`config.mk`:
```
export PLATFORM = sky130hd
export DESIGN_NAME = tcp_port_gate_with_payload_capture_flat
export DESIGN_NICKNAME = d
export VERILOG_FILES = /design/src/design/tpg_pkg.sv /design/src/design/tpg_in_if.sv /design/src/design/tpg_out_if.sv /design/src/design/tcp_port_gate_with_payload_capture.sv /design/src/design/tpg_parser.sv /design/src/flat_wrapper.sv
export SDC_FILE = /design/constraint.sdc
export NUM_CORES = 1
export LEC_CHECK = 0
export CAP_MARGIN = 20
export CORE_AREA = 2 2 112 114
export CTS_CLUSTER_DIAMETER = 150
export DETAILED_ROUTE_END_ITERATION = 16
export DIE_AREA = 0 0 114 116
export DONT_BUFFER_PORTS = 1
export PLACE_DENSITY_LB_ADDON = 0.2
export SETUP_SLACK_MARGIN = 0.3
export SLEW_MARGIN = 5
export SYNTH_ARGS = -nofsm -noshare
export SYNTH_HDL_FRONTEND = slang
export SYNTH_HIERARCHICAL = 1
export SYNTH_SLANG_ARGS = --single-unit
```
`constraint.sdc`:
```
create_clock -name clk -period 4.32 [get_ports clk]
set_input_delay 0.432 -clock clk [delete_from_list [all_inputs] [get_ports clk]]
set_output_delay 0.432 -clock clk [all_outputs]
set_load 0.02 [all_outputs]
```
`src/design/tpg_pkg.sv`:
```
// ----------------------------------------------------------------------------
// tpg_pkg
// Shared types and constants of the TCP port gate: frame offsets, protocol
// codes, parse status codes, register indexes and the item/result records.
// ----------------------------------------------------------------------------
package tpg_pkg;

  // sizing
  localparam int PREFIX_LEN   = 511;
  localparam int OFFSET_WIDTH = 16;
  localparam int CNT_W        = $clog2(PREFIX_LEN + 1);
  localparam int L4_W         = 7;   // 14 + 15*4 + 19 fits
  localparam int DS_W         = 8;   // 14 + 15*4 + 15*4 fits

  localparam logic [OFFSET_WIDTH-1:0] OFFSET_MAX = {OFFSET_WIDTH{1'b1}};
  localparam logic [CNT_W-1:0]        PREFIX_MAX = CNT_W'(PREFIX_LEN);

  // frame layout and protocol codes
  localparam logic [OFFSET_WIDTH-1:0] OFS_ETYPE_HI = OFFSET_WIDTH'(12);
  localparam logic [OFFSET_WIDTH-1:0] OFS_ETYPE_LO = OFFSET_WIDTH'(13);
  localparam logic [OFFSET_WIDTH-1:0] OFS_IP_IHL   = OFFSET_WIDTH'(14);
  localparam logic [OFFSET_WIDTH-1:0] OFS_IP_PROTO = OFFSET_WIDTH'(23);
  localparam logic [L4_W-1:0]         ETH_HDR_LEN  = L4_W'(14);
  localparam logic [L4_W-1:0]         TCP_DPORT_HI = L4_W'(2);
  localparam logic [L4_W-1:0]         TCP_DPORT_LO = L4_W'(3);
  localparam logic [L4_W-1:0]         TCP_DOFF     = L4_W'(12);
  localparam logic [L4_W-1:0]         TCP_HDR_LAST = L4_W'(19);
  localparam logic [15:0]             ETYPE_IPV4   = 16'h0800;
  localparam logic [7:0]              IP_PROTO_TCP = 8'd6;
  localparam logic [3:0]              MIN_HDR_WORDS = 4'd5;

  // parse status codes
  localparam logic [2:0] ST_UNDECIDED  = 3'd0;
  localparam logic [2:0] ST_PASS       = 3'd1;
  localparam logic [2:0] ST_PORT_MATCH = 3'd2;
  localparam logic [2:0] ST_MATCH      = 3'd3;

  // configuration registers
  localparam int CFG_IDX_W  = 1;
  localparam int CFG_DATA_W = 16;
  localparam logic [CFG_IDX_W-1:0] CFG_TARGET_PORT = 1'b0;
  localparam logic [CFG_IDX_W-1:0] CFG_JOB_ALLOW   = 1'b1;

  typedef struct packed {
    logic [7:0] frame_byte;
    logic       frame_end;
  } item_t;

  typedef struct packed {
    logic       payload_valid;
    logic [7:0] payload_byte;
    logic       prefix_full;
    logic       verdict_valid;
    logic       drop;
    logic       event_sent;
  } result_t;

endpackage

```
`src/design/tpg_in_if.sv`:
```
// ----------------------------------------------------------------------------
// tpg_in_if
// Frame byte channel: valid/ready handshake with one byte and an end flag.
// ----------------------------------------------------------------------------
interface tpg_in_if;
  logic       valid;
  logic       ready;
  logic [7:0] frame_byte;
  logic       frame_end;

  modport source (output valid, output frame_byte, output frame_end, input ready);
  modport sink (input valid, input frame_byte, input frame_end, output ready);
endinterface

```
`src/design/tpg_out_if.sv`:
```
// ----------------------------------------------------------------------------
// tpg_out_if
// Result channel: captured payload byte and/or end-of-frame verdict.
// ----------------------------------------------------------------------------
interface tpg_out_if;
  logic       valid;
  logic       ready;
  logic       payload_valid;
  logic [7:0] payload_byte;
  logic       prefix_full;
  logic       verdict_valid;
  logic       drop;
  logic       event_sent;

  modport source (
    output valid, output payload_valid, output payload_byte, output prefix_full,
    output verdict_valid, output drop, output event_sent, input ready
  );
  modport sink (
    input valid, input payload_valid, input payload_byte, input prefix_full,
    input verdict_valid, input drop, input event_sent, output ready
  );
endinterface

```
`src/design/tcp_port_gate_with_payload_capture.sv`:
```
// ----------------------------------------------------------------------------
// tcp_port_gate_with_payload_capture
// Ethernet/IPv4/TCP destination port gate with payload prefix capture.
//
//   channel   dir   signals                                   moves
//   in_chan   in    frame_byte, frame_end                     one frame byte
//   out_chan  out   payload_*, prefix_full, verdict_*, drop,  one result
//                   event_sent
//   cfg_*     in    cfg_we, cfg_index, cfg_data               one register
//
// One byte per cycle, unless a byte with a result waits on a stalled output.
// A byte is held in the input register and parsed there; its result (if any)
// lands in the output register when the byte is consumed. Reset is synchronous,
// active low, and clears the valid flags, config registers and frame state.
// A stalled output holds only bytes that produce a result; others keep flowing.
// ----------------------------------------------------------------------------
module tcp_port_gate_with_payload_capture (
  input  logic                                clk,
  input  logic                                rst_n,
  tpg_in_if.sink                              in_chan,
  tpg_out_if.source                           out_chan,
  input  logic                                cfg_we,
  input  logic [tpg_pkg::CFG_IDX_W-1:0]       cfg_index,
  input  logic [tpg_pkg::CFG_DATA_W-1:0]      cfg_data
);
  import tpg_pkg::*;

  logic [15:0] target_port_r;
  logic        job_allow_r;

  logic        s1_valid_r;
  item_t       s1_item_r;
  logic        out_valid_r;
  result_t     out_res_r;

  logic        has_result;
  result_t     result;
  logic        out_free;
  logic        s1_fire;

  // configuration registers
  always_ff @(posedge clk) begin
    if (!rst_n) begin
      target_port_r <= '0;
      job_allow_r   <= 1'b0;
    end else if (cfg_we) begin
      unique case (cfg_index)
        CFG_TARGET_PORT: target_port_r <= cfg_data[15:0];
        CFG_JOB_ALLOW:   job_allow_r   <= cfg_data[0];
        default: ;
      endcase
    end
  end

  // stage handshake
  assign out_free      = !out_valid_r || out_chan.ready;
  assign s1_fire       = s1_valid_r && (!has_result || out_free);
  assign in_chan.ready = !s1_valid_r || s1_fire;

  // input register
  always_ff @(posedge clk) begin
    if (!rst_n) begin
      s1_valid_r <= 1'b0;
    end else if (in_chan.ready) begin
      s1_valid_r <= in_chan.valid;
    end
  end

  always_ff @(posedge clk) begin
    if (in_chan.ready && in_chan.valid) begin
      s1_item_r.frame_byte <= in_chan.frame_byte;
      s1_item_r.frame_end  <= in_chan.frame_end;
    end
  end

  tpg_parser u_parser (
    .clk         (clk),
    .rst_n       (rst_n),
    .item        (s1_item_r),
    .item_fire   (s1_fire),
    .target_port (target_port_r),
    .job_allow   (job_allow_r),
    .has_result  (has_result),
    .result      (result)
  );

  // output register
  always_ff @(posedge clk) begin
    if (!rst_n) begin
      out_valid_r <= 1'b0;
    end else if (s1_fire && has_result) begin
      out_valid_r <= 1'b1;
    end else if (out_chan.ready) begin
      out_valid_r <= 1'b0;
    end
  end

  always_ff @(posedge clk) begin
    if (s1_fire && has_result) begin
      out_res_r <= result;
    end
  end

  assign out_chan.valid         = out_valid_r;
  assign out_chan.payload_valid = out_res_r.payload_valid;
  assign out_chan.payload_byte  = out_res_r.payload_byte;
  assign out_chan.prefix_full   = out_res_r.prefix_full;
  assign out_chan.verdict_valid = out_res_r.verdict_valid;
  assign out_chan.drop          = out_res_r.drop;
  assign out_chan.event_sent    = out_res_r.event_sent;

endmodule

```
`src/design/tpg_parser.sv`:
```
// ----------------------------------------------------------------------------
// tpg_parser
// Per-frame header tracker: byte offset, header fields, parse status and
// capture count. Works out the result of the presented byte in one pass and
// commits the frame state when the byte is consumed.
// ----------------------------------------------------------------------------
module tpg_parser (
  input  logic            clk,
  input  logic            rst_n,
  input  tpg_pkg::item_t  item,
  input  logic            item_fire,
  input  logic [15:0]     target_port,
  input  logic            job_allow,
  output logic            has_result,
  output tpg_pkg::result_t result
);
  import tpg_pkg::*;

  logic [OFFSET_WIDTH-1:0] offset_r, offset_nxt;
  logic [7:0]              etype_hi_r, etype_hi_nxt;
  logic [L4_W-1:0]         l4_r, l4_nxt;
  logic [7:0]              dport_hi_r, dport_hi_nxt;
  logic [DS_W-1:0]         data_start_r, data_start_nxt;
  logic                    doff_ok_r, doff_ok_nxt;
  logic [2:0]              status_r, status_nxt;
  logic [CNT_W-1:0]        cnt_r, cnt_nxt;

  logic [7:0]              b;
  logic                    cap;
  logic                    full;

  // header decode for the presented byte
  always_comb begin
    b              = item.frame_byte;
    offset_nxt     = (offset_r < OFFSET_MAX) ? offset_r + 1'b1 : offset_r;
    etype_hi_nxt   = etype_hi_r;
    l4_nxt         = l4_r;
    dport_hi_nxt   = dport_hi_r;
    data_start_nxt = data_start_r;
    doff_ok_nxt    = doff_ok_r;
    status_nxt     = status_r;
    cnt_nxt        = cnt_r;
    cap            = 1'b0;
    full           = 1'b0;

    // ethernet and ip header checks
    if (offset_r == OFS_ETYPE_HI) begin
      etype_hi_nxt = b;
    end else if (offset_r == OFS_ETYPE_LO) begin
      if (status_r == ST_UNDECIDED && {etype_hi_r, b} != ETYPE_IPV4) status_nxt = ST_PASS;
    end else if (offset_r == OFS_IP_IHL) begin
      l4_nxt = ETH_HDR_LEN + {1'b0, b[3:0], 2'b00};
      if (status_r == ST_UNDECIDED && b[3:0] < MIN_HDR_WORDS) status_nxt = ST_PASS;
    end else if (offset_r == OFS_IP_PROTO) begin
      if (status_r == ST_UNDECIDED && b != IP_PROTO_TCP) status_nxt = ST_PASS;
    end

    // tcp header and payload
    if (offset_r > OFS_IP_IHL && status_nxt != ST_PASS) begin
      if (offset_r == OFFSET_WIDTH'(l4_r + TCP_DPORT_HI)) begin
        dport_hi_nxt = b;
      end else if (offset_r == OFFSET_WIDTH'(l4_r + TCP_DPORT_LO)) begin
        if (target_port == 16'd0 || {dport_hi_r, b} != target_port) status_nxt = ST_PASS;
        else status_nxt = ST_PORT_MATCH;
      end else if (offset_r == OFFSET_WIDTH'(l4_r + TCP_DOFF)) begin
        data_start_nxt = DS_W'(l4_r) + DS_W'({b[7:4], 2'b00});
        doff_ok_nxt    = b[7:4] >= MIN_HDR_WORDS;
      end
      if (offset_r == OFFSET_WIDTH'(l4_r + TCP_HDR_LAST) && status_nxt == ST_PORT_MATCH) begin
        status_nxt = ST_MATCH;
      end
      if (status_nxt == ST_MATCH && job_allow && doff_ok_r &&
          offset_r >= OFFSET_WIDTH'(data_start_r) && cnt_r < PREFIX_MAX) begin
        cap     = 1'b1;
        cnt_nxt = cnt_r + 1'b1;
        full    = cnt_nxt == PREFIX_MAX;
      end
    end
  end

  // result of this byte
  always_comb begin
    has_result           = cap || item.frame_end;
    result.payload_valid = cap;
    result.payload_byte  = cap ? b : 8'd0;
    result.prefix_full   = full;
    result.verdict_valid = item.frame_end;
    result.drop          = item.frame_end && status_nxt == ST_MATCH && !job_allow;
    result.event_sent    = item.frame_end && cnt_nxt != '0;
  end

  // frame state, cleared after the final byte
  always_ff @(posedge clk) begin
    if (!rst_n) begin
      offset_r     <= '0;
      etype_hi_r   <= '0;
      l4_r         <= ETH_HDR_LEN;
      dport_hi_r   <= '0;
      data_start_r <= '0;
      doff_ok_r    <= 1'b0;
      status_r     <= ST_UNDECIDED;
      cnt_r        <= '0;
    end else if (item_fire) begin
      if (item.frame_end) begin
        offset_r     <= '0;
        etype_hi_r   <= '0;
        l4_r         <= ETH_HDR_LEN;
        dport_hi_r   <= '0;
        data_start_r <= '0;
        doff_ok_r    <= 1'b0;
        status_r     <= ST_UNDECIDED;
        cnt_r        <= '0;
      end else begin
        offset_r     <= offset_nxt;
        etype_hi_r   <= etype_hi_nxt;
        l4_r         <= l4_nxt;
        dport_hi_r   <= dport_hi_nxt;
        data_start_r <= data_start_nxt;
        doff_ok_r    <= doff_ok_nxt;
        status_r     <= status_nxt;
        cnt_r        <= cnt_nxt;
      end
    end
  end

endmodule
```
`src/flat_wrapper.sv`:
```
// flat-port wrapper written by rule: the top's interface ports become plain ports
module tcp_port_gate_with_payload_capture_flat import tpg_pkg::*;
  (clk, rst_n, cfg_we, cfg_index, cfg_data, in_chan_valid, in_chan_frame_byte, in_chan_frame_end, in_chan_ready, out_chan_valid, out_chan_payload_valid, out_chan_payload_byte, out_chan_prefix_full, out_chan_verdict_valid, out_chan_drop, out_chan_event_sent, out_chan_ready);
  tpg_in_if in_chan_i ();
  tpg_out_if out_chan_i ();
  input  logic clk;
  input  logic rst_n;
  input  logic cfg_we;
  input  logic [tpg_pkg::CFG_IDX_W-1:0] cfg_index;
  input  logic [tpg_pkg::CFG_DATA_W-1:0] cfg_data;
  input wire logic [$bits(in_chan_i.valid)-1:0] in_chan_valid;
  input wire logic [$bits(in_chan_i.frame_byte)-1:0] in_chan_frame_byte;
  input wire logic [$bits(in_chan_i.frame_end)-1:0] in_chan_frame_end;
  output wire logic [$bits(in_chan_i.ready)-1:0] in_chan_ready;
  output wire logic [$bits(out_chan_i.valid)-1:0] out_chan_valid;
  output wire logic [$bits(out_chan_i.payload_valid)-1:0] out_chan_payload_valid;
  output wire logic [$bits(out_chan_i.payload_byte)-1:0] out_chan_payload_byte;
  output wire logic [$bits(out_chan_i.prefix_full)-1:0] out_chan_prefix_full;
  output wire logic [$bits(out_chan_i.verdict_valid)-1:0] out_chan_verdict_valid;
  output wire logic [$bits(out_chan_i.drop)-1:0] out_chan_drop;
  output wire logic [$bits(out_chan_i.event_sent)-1:0] out_chan_event_sent;
  input wire logic [$bits(out_chan_i.ready)-1:0] out_chan_ready;
  assign in_chan_i.valid = in_chan_valid;
  assign in_chan_i.frame_byte = in_chan_frame_byte;
  assign in_chan_i.frame_end = in_chan_frame_end;
  assign in_chan_ready = in_chan_i.ready;
  assign out_chan_valid = out_chan_i.valid;
  assign out_chan_payload_valid = out_chan_i.payload_valid;
  assign out_chan_payload_byte = out_chan_i.payload_byte;
  assign out_chan_prefix_full = out_chan_i.prefix_full;
  assign out_chan_verdict_valid = out_chan_i.verdict_valid;
  assign out_chan_drop = out_chan_i.drop;
  assign out_chan_event_sent = out_chan_i.event_sent;
  assign out_chan_i.ready = out_chan_ready;
  tcp_port_gate_with_payload_capture u_core (.clk(clk), .rst_n(rst_n), .in_chan(in_chan_i), .out_chan(out_chan_i), .cfg_we(cfg_we), .cfg_index(cfg_index), .cfg_data(cfg_data));
endmodule
```
# Yosys cells after proc, flatten, opt, wreduce, memory -nomap -nowiden
# Cells that the tools add are included.
word_totals:
  register_bits: 101
  elab_cells: 140
  out_inout_bits: 15
op_classes:
  add_sub_neg: 8
  n_eq_ne: 20
  magnitude_cmp: 6
  n_bitwise: 1
  n_reduce_logical: 42
  mux: 43
op_table:
  columns: ["operator", "n"]
  rows:
  - ["8-bit 2-to-1 mux", 10]
  - ["16-bit by 8-bit == test with 1-bit output", 4]
  - ["16-bit by 4-bit == test with 1-bit output, second input constant", 3]
  - ["3-bit 2-to-1 mux", 14]
  - ["16-bit 2-to-1 mux", 2]
  - ["7-bit 2-to-1 mux", 4]
  - ["9-bit 2-to-1 mux", 3]
  - ["16-bit by 1-bit adder with 16-bit output, second input constant", 1]
  - ["7-bit by 2-bit adder with 8-bit output, second input constant", 2]
  - ["16-bit by 5-bit == test with 1-bit output, second input constant", 1]
  - ["16-bit by 8-bit greater-or-equal comparator with 1-bit output", 1]
  - ["16-bit by 4-bit greater-than comparator with 1-bit output, second input constant", 1]
  - ["16-bit logical NOT", 1]
  - ["16-bit < comparator, second input constant", 1]
  - ["16-bit by 12-bit inequality test with 1-bit output, second input constant", 1]
  - ["16-bit inequality test", 1]
  - ["1-bit logical AND", 15]
  - ["2-bit nonzero test", 7]
  - ["2-bit AND reduction", 5]
  - ["9-bit by 1-bit adder with 9-bit output, second input constant", 1]
  - ["3-bit by 2-bit == test with 1-bit output, second input constant", 3]
  - ["9-bit == test, second input constant", 1]
  - ["9-bit < comparator, second input constant", 1]
  - ["1-bit 2-to-1 mux", 9]
  - ["18 further kinds", 28]

# Depth between registers and ports, before layout
depth:
  depth_word: 27
  ltp_mapped: 16
  ltp_nobuf: 14

# Hierarchy
# The synthesis kept the hierarchy.
modules_own_cells:
  columns: ["mod", "cells_per_inst", "seq_area_each_um2", "instances", "area_each_um2"]
  rows:
  - ["tpg_parser", 537, 1141.1, 1, 4315.4]
  - ["tcp_port_gate_with_payload_capture", 110, 1041.0, 1, 1536.5]

# Worst setup path before layout
# OpenSTA, ideal clock, no wires.
synth_timing:
  path_kind: "reg2reg"
  start: "register u_core.u_parser.offset_r[0]"
  end: "register u_core.u_parser.data_start_r[7]"
  arrival_ps: 3492
  t_required_ps: 4203
  path_stages_with_launch: 15
  period_less_slack_ps: 3609
  slack_ps: 711
  path_buffers: 3
  setup_ps: 117
  cell_sequence: "dfxtp_1 inv_1 ha_1 o31ai_1 o211ai_1 o41a_4 or3_4 buf_6 nand2_1 a21boi_0 nor2b_1 buf_2 and3_1 buf_2 a32o_1"
synth_via:
  elab_chain_len: 24
  elab_cells_between_ends: 39
  classes_between: "order compare (2); eq/ne (13); mux (11); reduce/logical (13)"
synth_lines:
  columns: ["item", "line", "source"]
  rows:
  - ["from (decl)", "tpg_parser.sv:19", "logic [OFFSET_WIDTH-1:0] offset_r, offset_nxt;"]
  - ["from (signal assigned)", "tpg_parser.sv:114", "offset_r <= offset_nxt;"]
  - ["16-bit by 5-bit == test with 1-bit output", "tpg_parser.sv:54", "end else if (offset_r == OFS_IP_PROTO) begin"]
  - ["3-bit 2-to-1 mux", "tpg_parser.sv:54", null]
  - ["3-bit 2-to-1 mux", "tpg_parser.sv:51", "end else if (offset_r == OFS_IP_IHL) begin"]
  - ["3-bit 2-to-1 mux", "tpg_parser.sv:49", "end else if (offset_r == OFS_ETYPE_LO) begin"]
  - ["3-bit 2-to-1 mux", "tpg_parser.sv:47", "if (offset_r == OFS_ETYPE_HI) begin"]
  - ["3-bit 2-to-1 mux", "tpg_parser.sv:62", "end else if (offset_r == OFFSET_WIDTH'(l4_r + TCP_DPORT_LO)) begin"]
  - ["3-bit 2-to-1 mux", "tpg_parser.sv:60", "if (offset_r == OFFSET_WIDTH'(l4_r + TCP_DPORT_HI)) begin"]
  - ["3-bit 2-to-1 mux", "tpg_parser.sv:59", "if (offset_r > OFS_IP_IHL && status_nxt != ST_PASS) begin"]
  - ["[... 10 more ...]", null, null]
  - ["1-bit 2-to-1 mux (*)", "tpg_parser.sv:59", null]
  - ["1-bit logical OR (*)", "tpg_parser.sv:83", "has_result = cap || item.frame_end;"]
  - ["via u_core.has_result", "tcp_port_gate_with_payload_capture.sv:36", "logic has_result;"]
  - ["1-bit logical NOT (*)", "tcp_port_gate_with_payload_capture.sv:57", "assign s1_fire = s1_valid_r && (!has_result || out_free);"]
  - ["1-bit logical OR (*)", "tcp_port_gate_with_payload_capture.sv:57", null]
  - ["1-bit logical AND (*)", "tcp_port_gate_with_payload_capture.sv:57", null]
  - ["via u_core.s1_fire", "tcp_port_gate_with_payload_capture.sv:39", "logic s1_fire;"]
  - ["5-bit AND reduction (no line) (*)", null, null]
  - ["to (signal assigned)", "tpg_parser.sv:118", "data_start_r <= data_start_nxt;"]
  - ["to (decl)", "tpg_parser.sv:23", "logic [DS_W-1:0] data_start_r, data_start_nxt;"]
# The timed path passes the listed nets; every way through them passes the cells marked *. The select of a mux whose other input is x is not followed.
# A chain may end at the register's enable or synchronous reset.

# Worst setup path in the final report
layout_timing:
  start: "register u_core.u_parser.offset_r[4]"
  end: "register u_core.u_parser.offset_r[7]"
layout_via:
  elab_chain_len: 24
  elab_cells_between_ends: 39
  classes_between: "add/sub (1); order compare (3); eq/ne (10); mux (13); reduce/logical (12)"
layout_lines:
  columns: ["item", "line"]
  rows:
  - ["16-bit by 5-bit == test with 1-bit output", "tpg_parser.sv:54"]
  - ["3-bit 2-to-1 mux", "tpg_parser.sv:54"]
  - ["3-bit 2-to-1 mux", "tpg_parser.sv:51"]
  - ["3-bit 2-to-1 mux", "tpg_parser.sv:49"]
  - ["3-bit 2-to-1 mux", "tpg_parser.sv:47"]
  - ["3-bit 2-to-1 mux", "tpg_parser.sv:62"]
  - ["3-bit 2-to-1 mux", "tpg_parser.sv:60"]
  - ["3-bit 2-to-1 mux", "tpg_parser.sv:59"]
  - ["[... 10 more ...]", null]
  - ["1-bit 2-to-1 mux (*)", "tpg_parser.sv:59"]
  - ["1-bit logical OR (*)", "tpg_parser.sv:83"]
  - ["via u_core.has_result", "tcp_port_gate_with_payload_capture.sv:36"]
  - ["1-bit logical NOT (*)", "tcp_port_gate_with_payload_capture.sv:57"]
  - ["1-bit logical OR (*)", "tcp_port_gate_with_payload_capture.sv:57"]
  - ["1-bit logical AND (*)", "tcp_port_gate_with_payload_capture.sv:57"]
  - ["via u_core.s1_fire", "tcp_port_gate_with_payload_capture.sv:39"]
  - ["2-bit AND reduction (no line) (*)", null]
# Marked as above.

==> impl_metrics.csv <==
group,metric,value,unit
clock_network,numCtsBuffers,9,
logic_synthesis,ys_seq_elements,98,
floorplanning,die_w,114,µm
clock_network,clockBufferDepth,2,
route,first_iter_violations,224,
route,first_pass_iters,6,
placed_design,io_buffers,0,
logic_synthesis,yosys.area.top_type_share,26.00,%
logic_synthesis,synthArstFlopShare,0,%
route,vias_per_cell,5.913,
floorplanning,dieArea,0.01322,mm²
finish,syn_to_final_growth,6.436,%
placed_design,dpl.hpwl,10.11,mm
clock_network,clock_sinks,98,
clock_network,insertion_delay,0.35,ns
logic_synthesis,synth.avg_cell_area,9.045,µm²
sta,maxSlewViolCount,0,
pwr,total_power,1.874,mW
sta,fin_crit,3.811,ns
pwr,swShare,25.04,%
setup_path,r2r_cells,13,
pwr,power.switching,0.4692,mW
global_routing,groute.usage.overall,22.00,%
floorplanning,start_util,49.13,%
status,outcome,"completed",
logic_synthesis,synth_area,0.005852,mm²
pwr,clkPwrFrac,40.5,%
logic_synthesis,synth_warnings,6,
setup_path,crit_fanout,13,
floorplanning,rows,40,
setup_path,start_kind,"register",
sta,worstMarginPinSlew,0.9788,ns
clock_network,cts-root-buf,"clkbuf_16",
finish,antennaDiodeCount,0,
clock_network,cts_tree,"yes",
finish,n_fill_cell,1127,
min_path,min_path_type,"in2reg",
global_routing,grt_pass1_wl,22.89,mm
finish,layout-drive-gt1-share,11.62,%
global_routing,antenna_found_initial,0,
sta,rsz0062_at_grt,"no",
sta,max_freq,0.2624,GHz
clock_network,holdBufCountCts,0,
global_routing,grt_max_degree,48,
sta,max-slew-margin-rel,34.61,%
pwr,peakVddDrop,0.2335,mV
sta,setup_tns,0,ns
finish,final_cell_mix,"nand2_1 (75), dfxtp_1 (75), nor2_1 (60)",
pwr,power.density,300.8,mW/mm²
placed_design,place_congestion,0.8882,
setup_path,endpoint_kind,"register",
clock_network,htreeDepth,3,
logic_synthesis,ys_types,75,
run,maxCapViolations,0,
finish,final_nets,686,
pwr,p_leak,2.339,nW
logic_synthesis,synth_edf_count,22,
setup_path,critPathKind,"reg2reg",
pwr,internal_power,1.404,mW
setup_path,cp.arrival,4.03,ns
logic_synthesis,synth_area_leaders,"dfxtp_1 (26%), edfxtp_1 (11%), nand2_1 (4.8%), ha_1 (4.7%), mux2i_1 (4.6%)",
min_path,whs_path_depth,1,
logic_synthesis,ys_seq_area_share,37.29,%
logic_synthesis,postSynthCellCount,647,
logic_synthesis,syn_nets,701,
sta,fin_skew,0.006539,ns
floorplanning,pin_count,46,
route,via_count,4636,
clock_network,path_clk_slew,0.07,ns
setup_path,required,4.54,ns
logic_synthesis,yosysTopAreaCell,"dfxtp_1",
floorplanning,die_height,116,µm
route,routed_wl,13.92,mm
pwr,seq_power_share,52.5,%
route,drc,0,
pwr,power_frac_comb,7.0,%
logic_synthesis,synth_top_flop_cell,"dfxtp_1",
sta,setup_violations,0,
global_routing,grt_pass1_vias,4555,
route,antenna_left,0,
global_routing,grt-ovfl-total,0,
sta,hold_viol,0,
sta,finalCritPeriodShare,88.21,%
floorplanning,core-area,0.01191,mm²
route,wire_per_inst,17.75,µm
==> metal layers <==
layer	GRT usage [%]	part of all wire, %	vias to the layer above
met3	5.387	4.7	20
met2	36.55	48	105
met1	28.17	46	2233
met4	7.480	1.7	0
li1	-	-	2278
met5	0	0	-
==> logic make-up after synthesis <==
| kind of cell | synth area share [%] |
|---|---|
| xor gates and xnor gates | 6.735 |
| buffers and inverters | 6.200 |
| muxes | 4.618 |
| adders and majority gates | 5.046 |
| DFF | 37.29 |
| AOI/OAI and AO/OA | 15.80 |
| and+or+nand+nor | 24.31 |
==> through the flow <==
stage,hold WS [ns],area [µm²],setup slack (ns),std cells,utilization (%)
4_1_cts,0.1349,6195,0.3114,784,52.01
2_1_floorplan,0.4393,5852,0.7110,647,-
6_report,0.1589,6228,0.5094,784,52.29
3_3_place_gp,0.4570,5896,0.4458,767,49.50
3_5_place_dp,0.4629,5911,0.2812,768,49.62
5_1_grt,0.1310,6228,0.3092,784,52.29
==> repair_timing <==
item,in CTS,in global routing
endpoints found under the setup margin,4,39
gates resized for setup,1,7
buffers inserted,0,0
==> registers in the layout, summed over array words and instances (netlist names), 3 cells and up <==
signal,cells
u_core/target_port_r,16
u_core/u_parser/offset_r,16
u_core/s1_item_r,9
u_core/u_parser/cnt_r,9
u_core/out_chan.payload_byte,8
u_core/u_parser/dport_hi_r,8
u_core/u_parser/etype_hi_r,8
u_core/u_parser/data_start_r,7
u_core/u_parser/l4_r,5
u_core/u_parser/status_r,3
==> area by class of cell <==
class / instances / area [µm²] / area share, %
Multi-Input combinational cell: 478 / 3347 / 53.74
Sequential cell: 98 / 2183 / 35.05
Clock buffer: 9 / 225.2 / 3.616
Tap cell: 147 / 183.9 / 2.953
Timing Repair Buffer: 16 / 127.6 / 2.049
Inverter: 29 / 110.1 / 1.768
Clock inverter: 7 / 51.30 / 0.8236
==> power by group through the flow <==
stage               Sequential [mW]  Clock, mW  Combinational, mW
floorplan                     0.995          0              0.109
global placement               1.00          0              0.125
detailed placement             1.00          0              0.129
CTS                           0.983      0.783              0.130
global route                  0.986      0.821              0.144
finish                        0.983      0.759              0.131
==> worst max-delay path, cell delays in order (launching register included) <==
cell	delay (ns)
dfxtp_1	0.45
nor4_1	0.72
o31ai_4	0.19
o2111ai_1	0.25
o41a_4	0.25
or3_4	0.25
nand2_1	0.21
a21boi_1	0.29
buf_4	0.22
nand3_1	0.12
a41oi_2	0.34
and3_1	0.22
xnor2_1	0.12
nor2_1	0.05
==> worst paths after layout <==
check | start | slack [ns] | end
setup / recovery | u_core/u_parser/offset_r[4] | 0.51 | u_core/u_parser/offset_r[7]
hold / removal | rst_n | 0.16 | u_core/u_parser/l4_r[3]
hold reg to reg | u_core/u_parser/dport_hi_r[7] | 0.48 | u_core/u_parser/dport_hi_r[7]
setup reg to reg | u_core/u_parser/offset_r[4] | 0.51 | u_core/u_parser/offset_r[7]
==> cells in the mapped netlist (5+ instances only) <==
library cell / number
nand2_1: 75
nor2b_1: 11
nand2_4: 10
nand2b_1: 6
o21ai_0: 9
a31oi_1: 6
o41ai_1: 6
buf_2: 12
a22o_1: 5
nor4_1: 18
a21oi_1: 14
xor2_1: 23
a21o_1: 5
and3_1: 12
a211o_1: 5
mux2i_1: 27
nand3_1: 21
and2_1: 7
xnor2_1: 22
a21boi_2: 10
ha_1: 22
nand4_1: 17
buf_4: 6
inv_1: 28
dfxtp_1: 76
o31ai_1: 5
nor2_1: 61
a21boi_1: 6
o211ai_1: 6
clkbuf_1: 18
edfxtp_1: 22
a21boi_0: 5
(Power assumes the default switching activity.)
